$ cat src/design/dsfa_pkg.sv
// dsfa_pkg: shared types, codes and constants for the dust sensor frame accumulator
// no dependencies; imported by every module of the block

package dsfa_pkg;

  // default configuration of the top level
  localparam int FRAME_BYTES_DEF = 24;
  localparam int SUM_WIDTH_DEF   = 32;

  // fixed widths of state and result fields
  localparam int POS_W      = 5;
  localparam int CSUM_W     = 16;
  localparam int READING_W  = 16;
  localparam int CNT_W      = 32;
  localparam int OUT_SUM_W  = 32;
  localparam int NUM_PM     = 3;

  // frame layout
  localparam logic [7:0] HDR0      = 8'h42;
  localparam logic [7:0] HDR1      = 8'h4D;
  localparam int         CAP_FIRST = 4;
  localparam int         CAP_COUNT = 2 * NUM_PM;

  // depth of the queue between front and back
  localparam int QUEUE_DEPTH = 2;

  // result status codes
  typedef enum logic [1:0] {
    ST_OK   = 2'd0,
    ST_CSUM = 2'd1,
    ST_HDR  = 2'd2
  } status_t;

  // one received byte
  typedef struct packed {
    logic [7:0] rx_byte;
    logic       restart;
  } byte_item_t;

  // one completed frame as classified by the front
  typedef struct packed {
    logic                                csum_ok;
    logic                                hdr_ok;
    logic [NUM_PM-1:0][READING_W-1:0]    reading;
  } frame_rec_t;

  // one result
  typedef struct packed {
    status_t               status;
    logic [READING_W-1:0]  pm1_value;
    logic [READING_W-1:0]  pm25_value;
    logic [READING_W-1:0]  pm10_value;
    logic [OUT_SUM_W-1:0]  pm1_total;
    logic [OUT_SUM_W-1:0]  pm25_total;
    logic [OUT_SUM_W-1:0]  pm10_total;
    logic [CNT_W-1:0]      frames_accepted;
  } frame_result_t;

endpackage

$ cat src/design/dsfa_front.sv
// dsfa_front: byte parser; tracks position, checksum, header and captured readings
// depends on dsfa_pkg; pushes one record per completed frame into dsfa_queue

module dsfa_front #(
  parameter int FRAME_BYTES = dsfa_pkg::FRAME_BYTES_DEF
) (
  input  logic                  clk,
  input  logic                  rst,
  input  dsfa_pkg::byte_item_t  byte_item,
  input  logic                  byte_valid,
  output logic                  byte_stall,
  output logic                  push,
  output dsfa_pkg::frame_rec_t  push_data,
  input  logic                  full
);
  import dsfa_pkg::*;

  localparam logic [POS_W-1:0] LAST_POS      = POS_W'(FRAME_BYTES - 1);
  localparam logic [POS_W-1:0] CHK_HI_POS    = POS_W'(FRAME_BYTES - 2);
  localparam logic [POS_W-1:0] CSUM_LAST_POS = POS_W'(FRAME_BYTES - 3);

  logic [POS_W-1:0]  byte_position;
  logic [CSUM_W-1:0] running_checksum;
  logic              header_ok;
  logic [7:0]        cap [CAP_COUNT];
  logic [7:0]        chk_hi;

  logic              accept;
  logic [POS_W-1:0]  pos;
  logic [CSUM_W-1:0] csum_base;
  logic [CSUM_W-1:0] csum_next;
  logic              hdr_next;

  // request is taken whenever the queue has room
  assign byte_stall = full;
  assign accept     = byte_valid && !full;

  // position of this byte and the per-frame state it builds on
  always_comb begin
    pos       = byte_item.restart ? '0 : byte_position;
    csum_base = (pos == '0) ? '0 : running_checksum;
    csum_next = (pos <= CSUM_LAST_POS) ? csum_base + CSUM_W'(byte_item.rx_byte) : csum_base;
    hdr_next  = (pos == '0) ? 1'b1 : header_ok;
    if (pos == POS_W'(0) && byte_item.rx_byte != HDR0) begin
      hdr_next = 1'b0;
    end
    if (pos == POS_W'(1) && byte_item.rx_byte != HDR1) begin
      hdr_next = 1'b0;
    end
  end

  // frame record on the last byte
  always_comb begin
    push              = accept && (pos == LAST_POS);
    push_data.csum_ok = (csum_base == {chk_hi, byte_item.rx_byte});
    push_data.hdr_ok  = hdr_next;
    for (int k = 0; k < NUM_PM; k++) begin
      push_data.reading[k] = {cap[2*k], cap[2*k+1]};
    end
  end

  // parser state
  always_ff @(posedge clk) begin
    if (rst) begin
      byte_position    <= '0;
      running_checksum <= '0;
      header_ok        <= 1'b1;
    end else if (accept) begin
      byte_position    <= (pos == LAST_POS) ? '0 : pos + POS_W'(1);
      running_checksum <= csum_next;
      header_ok        <= hdr_next;
    end
  end

  // captured reading bytes and checksum high byte
  always_ff @(posedge clk) begin
    if (accept) begin
      for (int i = 0; i < CAP_COUNT; i++) begin
        if (pos == POS_W'(CAP_FIRST + i)) begin
          cap[i] <= byte_item.rx_byte;
        end
      end
      if (pos == CHK_HI_POS) begin
        chk_hi <= byte_item.rx_byte;
      end
    end
  end

endmodule

$ cat src/design/dsfa_queue.sv
// dsfa_queue: short register queue of frame records between front and back
// depends on dsfa_pkg

module dsfa_queue (
  input  logic                  clk,
  input  logic                  rst,
  input  logic                  push,
  input  dsfa_pkg::frame_rec_t  push_data,
  output logic                  full,
  input  logic                  pop,
  output dsfa_pkg::frame_rec_t  pop_data,
  output logic                  empty
);
  import dsfa_pkg::*;

  localparam int PTR_W = (QUEUE_DEPTH > 1) ? $clog2(QUEUE_DEPTH) : 1;
  localparam int CNT_W_Q = $clog2(QUEUE_DEPTH + 1);
  localparam logic [PTR_W-1:0]   LAST_SLOT = PTR_W'(QUEUE_DEPTH - 1);
  localparam logic [CNT_W_Q-1:0] DEPTH_CNT = CNT_W_Q'(QUEUE_DEPTH);

  frame_rec_t           entries [QUEUE_DEPTH];
  logic [PTR_W-1:0]     wr_ptr;
  logic [PTR_W-1:0]     rd_ptr;
  logic [CNT_W_Q-1:0]   count;

  assign full     = (count == DEPTH_CNT);
  assign empty    = (count == '0);
  assign pop_data = entries[rd_ptr];

  // pointers and fill count
  always_ff @(posedge clk) begin
    if (rst) begin
      wr_ptr <= '0;
      rd_ptr <= '0;
      count  <= '0;
    end else begin
      if (push) begin
        wr_ptr <= (wr_ptr == LAST_SLOT) ? '0 : wr_ptr + PTR_W'(1);
      end
      if (pop) begin
        rd_ptr <= (rd_ptr == LAST_SLOT) ? '0 : rd_ptr + PTR_W'(1);
      end
      if (push && !pop) begin
        count <= count + CNT_W_Q'(1);
      end else if (pop && !push) begin
        count <= count - CNT_W_Q'(1);
      end
    end
  end

  // entry storage
  always_ff @(posedge clk) begin
    if (push) begin
      entries[wr_ptr] <= push_data;
    end
  end

`ifndef NO_ASSERTIONS
  a_no_overflow: assert property (@(posedge clk) disable iff (rst) push |-> !full || pop)
    else $error("queue push while full");
  a_no_underflow: assert property (@(posedge clk) disable iff (rst) pop |-> !empty)
    else $error("queue pop while empty");
  a_count_range: assert property (@(posedge clk) disable iff (rst) count <= DEPTH_CNT)
    else $error("queue count out of range");
`endif

endmodule

$ cat src/design/dsfa_back.sv
// dsfa_back: pops frame records, updates saturating totals, holds the result register
// depends on dsfa_pkg; fed by dsfa_queue

module dsfa_back #(
  parameter int SUM_WIDTH = dsfa_pkg::SUM_WIDTH_DEF
) (
  input  logic                     clk,
  input  logic                     rst,
  input  dsfa_pkg::frame_rec_t     pop_data,
  input  logic                     empty,
  output logic                     pop,
  output dsfa_pkg::frame_result_t  frame_result,
  output logic                     frame_valid,
  input  logic                     frame_stall
);
  import dsfa_pkg::*;

  logic [SUM_WIDTH-1:0]           sums [NUM_PM];
  logic [CNT_W-1:0]               frame_counter;

  logic                           good;
  status_t                        status;
  logic [SUM_WIDTH:0]             raw [NUM_PM];
  logic [SUM_WIDTH-1:0]           sum_next [NUM_PM];
  logic [SUM_WIDTH+OUT_SUM_W-1:0] sum_ext [NUM_PM];
  logic [CNT_W-1:0]               count_next;

  // take a record when the result register is free or being drained
  assign pop  = !empty && (!frame_valid || !frame_stall);
  assign good = pop_data.csum_ok && pop_data.hdr_ok;

  // status: checksum first, then header
  always_comb begin
    priority if (!pop_data.csum_ok) begin
      status = ST_CSUM;
    end else if (!pop_data.hdr_ok) begin
      status = ST_HDR;
    end else begin
      status = ST_OK;
    end
  end

  // saturating totals
  always_comb begin
    for (int k = 0; k < NUM_PM; k++) begin
      raw[k]      = {1'b0, sums[k]} + (SUM_WIDTH+1)'(pop_data.reading[k]);
      sum_next[k] = !good ? sums[k] : (raw[k][SUM_WIDTH] ? '1 : raw[k][SUM_WIDTH-1:0]);
      sum_ext[k]  = {{OUT_SUM_W{1'b0}}, sum_next[k]};
    end
    count_next = (good && frame_counter != '1) ? frame_counter + CNT_W'(1) : frame_counter;
  end

  // accumulators
  always_ff @(posedge clk) begin
    if (rst) begin
      for (int k = 0; k < NUM_PM; k++) begin
        sums[k] <= '0;
      end
      frame_counter <= '0;
    end else if (pop) begin
      for (int k = 0; k < NUM_PM; k++) begin
        sums[k] <= sum_next[k];
      end
      frame_counter <= count_next;
    end
  end

  // result register
  always_ff @(posedge clk) begin
    if (rst) begin
      frame_valid <= 1'b0;
    end else if (pop) begin
      frame_valid <= 1'b1;
    end else if (!frame_stall) begin
      frame_valid <= 1'b0;
    end
  end

  always_ff @(posedge clk) begin
    if (pop) begin
      frame_result.status          <= status;
      frame_result.pm1_value       <= pop_data.reading[0];
      frame_result.pm25_value      <= pop_data.reading[1];
      frame_result.pm10_value      <= pop_data.reading[2];
      frame_result.pm1_total       <= sum_ext[0][OUT_SUM_W-1:0];
      frame_result.pm25_total      <= sum_ext[1][OUT_SUM_W-1:0];
      frame_result.pm10_total      <= sum_ext[2][OUT_SUM_W-1:0];
      frame_result.frames_accepted <= count_next;
    end
  end

`ifndef NO_ASSERTIONS
  a_count_step: assert property (@(posedge clk) disable iff (rst)
      pop && good && frame_counter != '1 |=> frame_counter == $past(frame_counter) + CNT_W'(1))
    else $error("accepted frame did not advance the count");
  a_pop_shows: assert property (@(posedge clk) disable iff (rst) pop |=> frame_valid)
    else $error("popped record not presented");
  a_stall_holds: assert property (@(posedge clk) disable iff (rst)
      frame_valid && frame_stall |=> frame_valid && $stable(frame_result))
    else $error("stalled result changed");
`endif

endmodule

$ cat src/design/dust_sensor_frame_accumulator_core.sv
// dust_sensor_frame_accumulator_core: top level of the particulate sensor frame accumulator
// depends on dsfa_pkg, dsfa_front, dsfa_queue, dsfa_back
//
//   channel   direction  payload          handshake
//   byte      in         byte_item_t      byte_valid / byte_stall
//   frame     out        frame_result_t   frame_valid / frame_stall
//
// one byte per cycle accepted while the queue is not full; after its last byte is accepted,
// a frame's record is registered in the record queue and then in the result register.
// totals saturate in a single add-and-compare stage in the back end.
// rst is synchronous; clears position, checksum, totals and the queue, and sets the header flag.
// byte_stall rises only while the queue is full; frame_stall holds the result
// register and, once the queue fills, the byte side.

module dust_sensor_frame_accumulator_core #(
  parameter int FRAME_BYTES = dsfa_pkg::FRAME_BYTES_DEF,
  parameter int SUM_WIDTH   = dsfa_pkg::SUM_WIDTH_DEF
) (
  input  logic                     clk,
  input  logic                     rst,
  input  dsfa_pkg::byte_item_t     byte_item,
  input  logic                     byte_valid,
  output logic                     byte_stall,
  output dsfa_pkg::frame_result_t  frame_result,
  output logic                     frame_valid,
  input  logic                     frame_stall
);
  import dsfa_pkg::*;

  logic       push;
  logic       pop;
  logic       full;
  logic       empty;
  frame_rec_t push_data;
  frame_rec_t pop_data;

  // byte parser
  dsfa_front #(.FRAME_BYTES(FRAME_BYTES)) u_front (
    .clk        (clk),
    .rst        (rst),
    .byte_item  (byte_item),
    .byte_valid (byte_valid),
    .byte_stall (byte_stall),
    .push       (push),
    .push_data  (push_data),
    .full       (full)
  );

  // record queue
  dsfa_queue u_queue (
    .clk       (clk),
    .rst       (rst),
    .push      (push),
    .push_data (push_data),
    .full      (full),
    .pop       (pop),
    .pop_data  (pop_data),
    .empty     (empty)
  );

  // accumulator and result register
  dsfa_back #(.SUM_WIDTH(SUM_WIDTH)) u_back (
    .clk          (clk),
    .rst          (rst),
    .pop_data     (pop_data),
    .empty        (empty),
    .pop          (pop),
    .frame_result (frame_result),
    .frame_valid  (frame_valid),
    .frame_stall  (frame_stall)
  );

endmodule

$ cat config.mk
export PLATFORM = sky130hd
export DESIGN_NAME = dust_sensor_frame_accumulator_core
export DESIGN_NICKNAME = d
export VERILOG_FILES = /design/src/design/dsfa_pkg.sv /design/src/design/dsfa_front.sv /design/src/design/dsfa_queue.sv /design/src/design/dsfa_back.sv /design/src/design/dust_sensor_frame_accumulator_core.sv
export SDC_FILE = /design/constraint.sdc
export NUM_CORES = 1
export LEC_CHECK = 0
export BUFFER_PORTS_ARGS = -buffer_cell sky130_fd_sc_hd__buf_2
export CAP_MARGIN = 20
export CELL_PAD_IN_SITES_DETAIL_PLACEMENT = 1
export CELL_PAD_IN_SITES_GLOBAL_PLACEMENT = 1
export CORE_MARGIN = 10
export CORE_UTILIZATION = 44
export DETAILED_ROUTE_END_ITERATION = 12
export HOLD_SLACK_MARGIN = 0.06
export PLACE_DENSITY = 0.84
export RECOVER_POWER = 50
export SKIP_CTS_REPAIR_TIMING = 1
export SYNTH_ARGS = -nofsm -noshare
export SYNTH_HDL_FRONTEND = slang
export SYNTH_SLANG_ARGS = --single-unit
$ cat constraint.sdc
create_clock -name clk -period 6.7 [get_ports clk]
set_input_delay 0.67 -clock clk [delete_from_list [all_inputs] [get_ports clk]]
set_output_delay 0.67 -clock clk [all_outputs]
set_load 0.01 [all_outputs]
Word level (Yosys, flattened, before mapping)

Memories as Yosys holds them, arrays and structs flattened. A register that Yosys moved wholly into a read port is not among the register bits.
Cells that the tools add are included.

Bits in registers: 245
Memory bits (writable): 244
Bits of input ports: 13
Output and inout port bits: 180
Logic and storage cells: 140
Memories kept: 3

Memory list:

| memory          | words | width | read ports | clocked after memory_dff | write ports | line             | RTL |
|---|---|---|---|---|---|---|---|
| u_queue.entries | 2     | 50    | 1          | 1                        | 1           | dsfa_queue.sv:21 | `frame_rec_t entries [QUEUE_DEPTH];` |
| u_back.sums     | 3     | 32    | 3          | 0                        | 3           | dsfa_back.sv:18  | `logic [SUM_WIDTH-1:0] sums [NUM_PM];` |
| u_front.cap     | 6     | 8     | 6          | 0                        | 1           | dsfa_front.sv:25 | `logic [7:0] cap [CAP_COUNT];` |

$add $sub $neg: 10
Magnitude comparators: 1
Equality and inequality tests: 15
Mux-type cells: 66
Bitwise logic cells: 3
Reductions and logical operators: 25

Operators by type and width:

| kind                                                   | number |
|---|---|
| two-way mux 32 bit                                     | 10 |
| adder 32 x 16 -> 33 bit                                | 3 |
| two-way mux 8 bit                                      | 5 |
| OR reduction 8 bit                                     | 5 |
| two-way mux 1 bit                                      | 39 |
| adder 32 x 1 -> 32 bit (second input constant)         | 1 |
| two-way mux 16 bit                                     | 2 |
| inequality test 32 bit (second input constant)         | 1 |
| == test 5 x 3 -> 1 bit (second input constant)         | 4 |
| adder 16 x 8 -> 16 bit                                 | 1 |
| == test 16 bit                                         | 1 |
| inequality test 8 x 7 -> 1 bit (second input constant) | 2 |
| two-way mux 3 bit                                      | 5 |
| == test 5 x 4 -> 1 bit (second input constant)         | 2 |
| == test 5 bit (second input constant)                  | 2 |
| two-way mux 5 bit                                      | 2 |
| logical AND 1 bit                                      | 9 |
| zero test 1 bit                                        | 6 |
| two-way mux 2 bit                                      | 3 |
| adder 5 x 1 -> 5 bit (second input constant)           | 1 |
| == test 5 x 1 -> 1 bit (second input constant)         | 1 |
| <= comparator 5 bit (second input constant)            | 1 |
| zero test 5 bit                                        | 1 |
| bitwise OR 1 bit                                       | 3 |
| 9 further kinds                                        | 10 |

Longest topological paths before layout

Word-level depth: 11
Mapped depth: 15
Gate-level depth less buffers: 13

By module

From an unflattened synthesis, not the netlist that was laid out.

Cells, all modules: 1,741
Area, all modules: 22,441.5 µm²

By module, submodules not included:

| module     | times used | cells an instance | area an instance (µm²) | seq. area each (µm²) |
|---|---|---|---|---|
| dsfa_back  | 1          | 1,271             | 15,119.5               | 8,888.5 |
| dsfa_queue | 1          | 178               | 3,803.6                | 3,103.0 |
| dsfa_front | 1          | 292               | 3,518.4                | 2,122.0 |

Worst setup path after synthesis

No wires, ideal clock.

Kind: in2reg
Start point: input frame_stall
End point: register u_back.frame_counter[29]
Library setup time: 128 ps
Arrival time: 6,929 ps
Required time: 6,572 ps
Slack: -357 ps
Cell stages on the path: 7
Buffers on the path: 1
Cells stage by stage: nand2_1 > o21ai_0 > clkinv_1 > clkbuf_1 > nand3_1 > xnor2_1 > nor2_1

Longest elaborated chain between the ends: 3

RTL lines:

| element              | line                                     | RTL |
|---|---|---|
| start, declared      | dust_sensor_frame_accumulator_core.sv:26 | `input logic frame_stall` |
| zero test 1 bit      | dsfa_back.sv:29                          | `assign pop = !empty && (!frame_valid \|\| !frame_stall);` |
| logical OR 1 bit     | dsfa_back.sv:29                          |  |
| logical AND 1 bit    | dsfa_back.sv:29                          |  |
| named net pop        | dust_sensor_frame_accumulator_core.sv:31 | `logic pop;` |
| end signal, assigned | dsfa_back.sv:64                          | `frame_counter <= count_next;` |
| end, declared        | dsfa_back.sv:19                          | `logic [CNT_W-1:0] frame_counter;` |

The timed path passes the listed nets, and every way through them passes these cells.
A chain may end at the register's enable or synchronous reset.

==> impl_metrics.json <==
{
  "outcome": "finished with violations",
  "failed_checks": "capacitance limit, slew limit",
  "start_kind": "register",
  "crit_path_end_kind": "register",
  "yosysWarnings": 0,
  "min_to": "u_back.frame_valid$_SDFFE_PP0P_",
  "met3_length_um": 3140,
  "portBuffers": 192,
  "mostFrequentLayoutCell": "edfxtp_1",
  "first_iter_violations": 1130,
  "synth_nets": 1822,
  "reg2reg_to": "u_back.sums[0][68]$_SDFFCE_PN0P_",
  "crit_path_max_incr_delay_ns": 1.22,
  "cts_buffers": 52,
  "wirelength_um": 58700,
  "min_period_ns": 5.31,
  "synth_top_cell_area_share_pct": 58.2,
  "required_ns": 7.03,
  "rows": 82,
  "pre_cts_slack_ns": 2.03,
  "firstDrtPassIters": 5,
  "synth_area_leaders": "edfxtp_1 (58%), dfxtp_1 (5.4%), ha_1 (3.5%)",
  "hold_violations": 0,
  "nFillCells": 5222,
  "final_nets": 2021,
  "htree_levels": 2,
  "stdcell_area_um2": 25400,
  "worst_clock_skew_ns": 0.0169,
  "topRoutingLayerUsed": "met5",
  "r2r_cells": 10,
  "coreArea_um2": 50100,
  "crit_chain": "buf_4 > mux2_1 > ha_1 > a21oi_1 > o21ai_0 > a211o_1 > o21a_1 > o21ai_2 > a31oi_1 > and2_1",
  "post-route-util_pct": 50.8,
  "setup_viol": 0,
  "placed_area_um2": 23900,
  "place_inst": 2558,
  "grt.overflow.total": 0,
  "r2r_setup_slack_ns": 1.39,
  "num_vias": 15100,
  "path_buf_inv": 1,
  "start_util_pct": 44.3,
  "synth-edff-count": 430,
  "fin_crit_sh_pct": 79.3,
  "avgRoutedWirePerCell_um": 22.1,
  "die_area_um2": 59800,
  "p_leak_nw": 8.62,
  "tightest_slew_ns": 3.20,
  "async_flop_share_pct": 0,
  "drcViolationCount": 0,
  "io_pins": 193,
  "area.growth.synth_to_final_pct": 14.5,
  "synthDistinctLibCells": 69,
  "dieWidth_um": 245,
  "maxCapViolCount": 4,
  "finalPower_mw": 6.45,
  "drive_above_1_share_pct": 7.41,
  "met1_length_um": 24600,
  "place.gp.congestion": 0.846,
  "timing.fmax_ghz": 0.188,
  "synthCells": 1743,
  "hp-class": "input pin to register",
  "critPathKind": "register to register",
  "relSlewSlack_pct": -113,
  "first_global_vias": 16100,
  "grt_pass1_wl_um": 91500,
  "rsz0062_at_grt": "no",
  "fp.dieH_um": 245,
  "cp_slowest_cell": "dfxtp_1",
  "root_buffer": "clkbuf_16",
  "crit_fanout": 28,
  "peakVddDrop_v": 0.000194,
  "synth_area_leader_cell": "edfxtp_1",
  "layout.cells.non_filler": 2657,
  "worstPathArrival_ns": 5.65,
  "final.setup.tns_ns": 0,
  "cts_tree": "done",
  "synth_area_um2": 22200,
  "vias_per_cell": 5.70,
  "layout_setup_ws_ns": 1.39,
  "crit_family": "compound AO/OA/AOI/OAI gates",
  "synth_ff_type": "edfxtp_1",
  "final_cell_mix": "edfxtp_1 (430), clkbuf_1 (196), nor2_1 (157)",
  "clk_pin_slew_ns": 0.06,
  "cts_sinks": 490,
  "hold_ws_ns": 0.384,
  "dpl.hpwl_um": 39000,
  "ys_seq_area_share_pct": 63.6,
  "hold_path_depth": 3,
  "synth.avg_cell_area_um2": 12.7,
  "grt_max_degree": 145,
  "dr_wl_met2_um": 29200,
  "track_usage_pct": 19.1,
  "power.density_nw_per_um2": 254,
  "path_depth": 10,
  "cts.path.max_buffers": 3,
  "insertion_delay_ns": 0.59,
  "min-delay-start": "frame_stall",
  "antenna_found_initial": 8,
  "synth_seq_cells": 490,
  "antenna_left": 0,
  "final_max_slew_viol_count": 272
}
==> routing by layer <==
| layer | track usage, % | vias up |
|---|---|---|
| met5 | 0 | - |
| met2 | 32.4 | 391 |
| met1 | 23.7 | 7642 |
| met3 | 4.07 | 113 |
| li1 | - | 6978 |
| met4 | 6.54 | 12 |
==> worst max path at each step <==
stage                      start                          endpoint  slack [ns]
detailed placement      register  u_back.sums[0][68]$_SDFFCE_PN0P_        2.03
global route            register  u_back.sums[0][68]$_SDFFCE_PN0P_        1.07
CTS                     register  u_back.sums[0][68]$_SDFFCE_PN0P_        1.99
global placement        register  u_back.sums[0][79]$_SDFFCE_PN0P_        2.21
floorplan           byte_item[0]   u_queue.entries[0][0]$_DFFE_PP_        2.16
finish                  register  u_back.sums[0][68]$_SDFFCE_PN0P_        1.39
==> state kept, by name (all words and copies together), names as in the netlist, named ones only <==
signal and cells:
u_back.frame_result 178, u_queue.rd_ptr 1, u_front.running_checksum 16, u_back.frame_valid 1, u_back.frame_counter 32, u_front.byte_position 5
u_back.sums 96, u_front.header_ok 1, u_front.chk_hi 8, u_front.cap 48, u_queue.wr_ptr 1, u_queue.count 2
u_queue.entries 100
==> Yosys cell counts (16+ instances only) <==
cell type,n
nand4_1,28
a21oi_1,99
xor2_1,61
inv_1,25
xnor2_1,65
a21o_1,16
edfxtp_1,430
nand2_1,117
a31oi_1,35
ha_1,62
o21a_1,16
o21ai_0,41
and2_1,81
and3_1,28
a211oi_1,25
o22a_1,28
nor3_1,40
nand3_1,47
nor4_1,19
mux2_2,61
nor2_1,160
clkbuf_1,51
dfxtp_1,60
==> cell families after synthesis <==
group | after synthesis | synth area share [%]
AOI/OAI and AO/OA | 327 | 9.76
xor gates and xnor gates | 126 | 4.97
adders and majority gates | 66 | 3.86
buffers and inverters | 92 | 1.58
DFF | 490 | 63.6
muxes | 62 | 3.14
and+or+nand+nor | 580 | 13.1
==> where the power goes <==
group | internal, mW | total, mW | switching (mW)
Sequential | 3.32 | 3.34 | 0.0207
Clock | 1.70 | 2.92 | 1.22
Combinational | 0.0659 | 0.196 | 0.130
Total | 5.08 | 6.45 | 1.37
==> area by class of cell <==
cell class	instances	area [um^2]	area share [%]
timing repair buffer	211	855	3.36
tap	672	841	3.31
sequential	490	14100	55.5
clock buffer	60	1370	5.40
clock inverter	36	353	1.39
multi-input combinational	1161	7780	30.6
inverter	26	101	0.399
antenna	1	2.50	0.00984
==> tightest hold or removal path, stage by stage <==
cell,delay (ns)
buf_2,0.10
nand2_1,0.08
a21oi_1,0.07
Note: power is estimated with default switching activity, not from simulation.
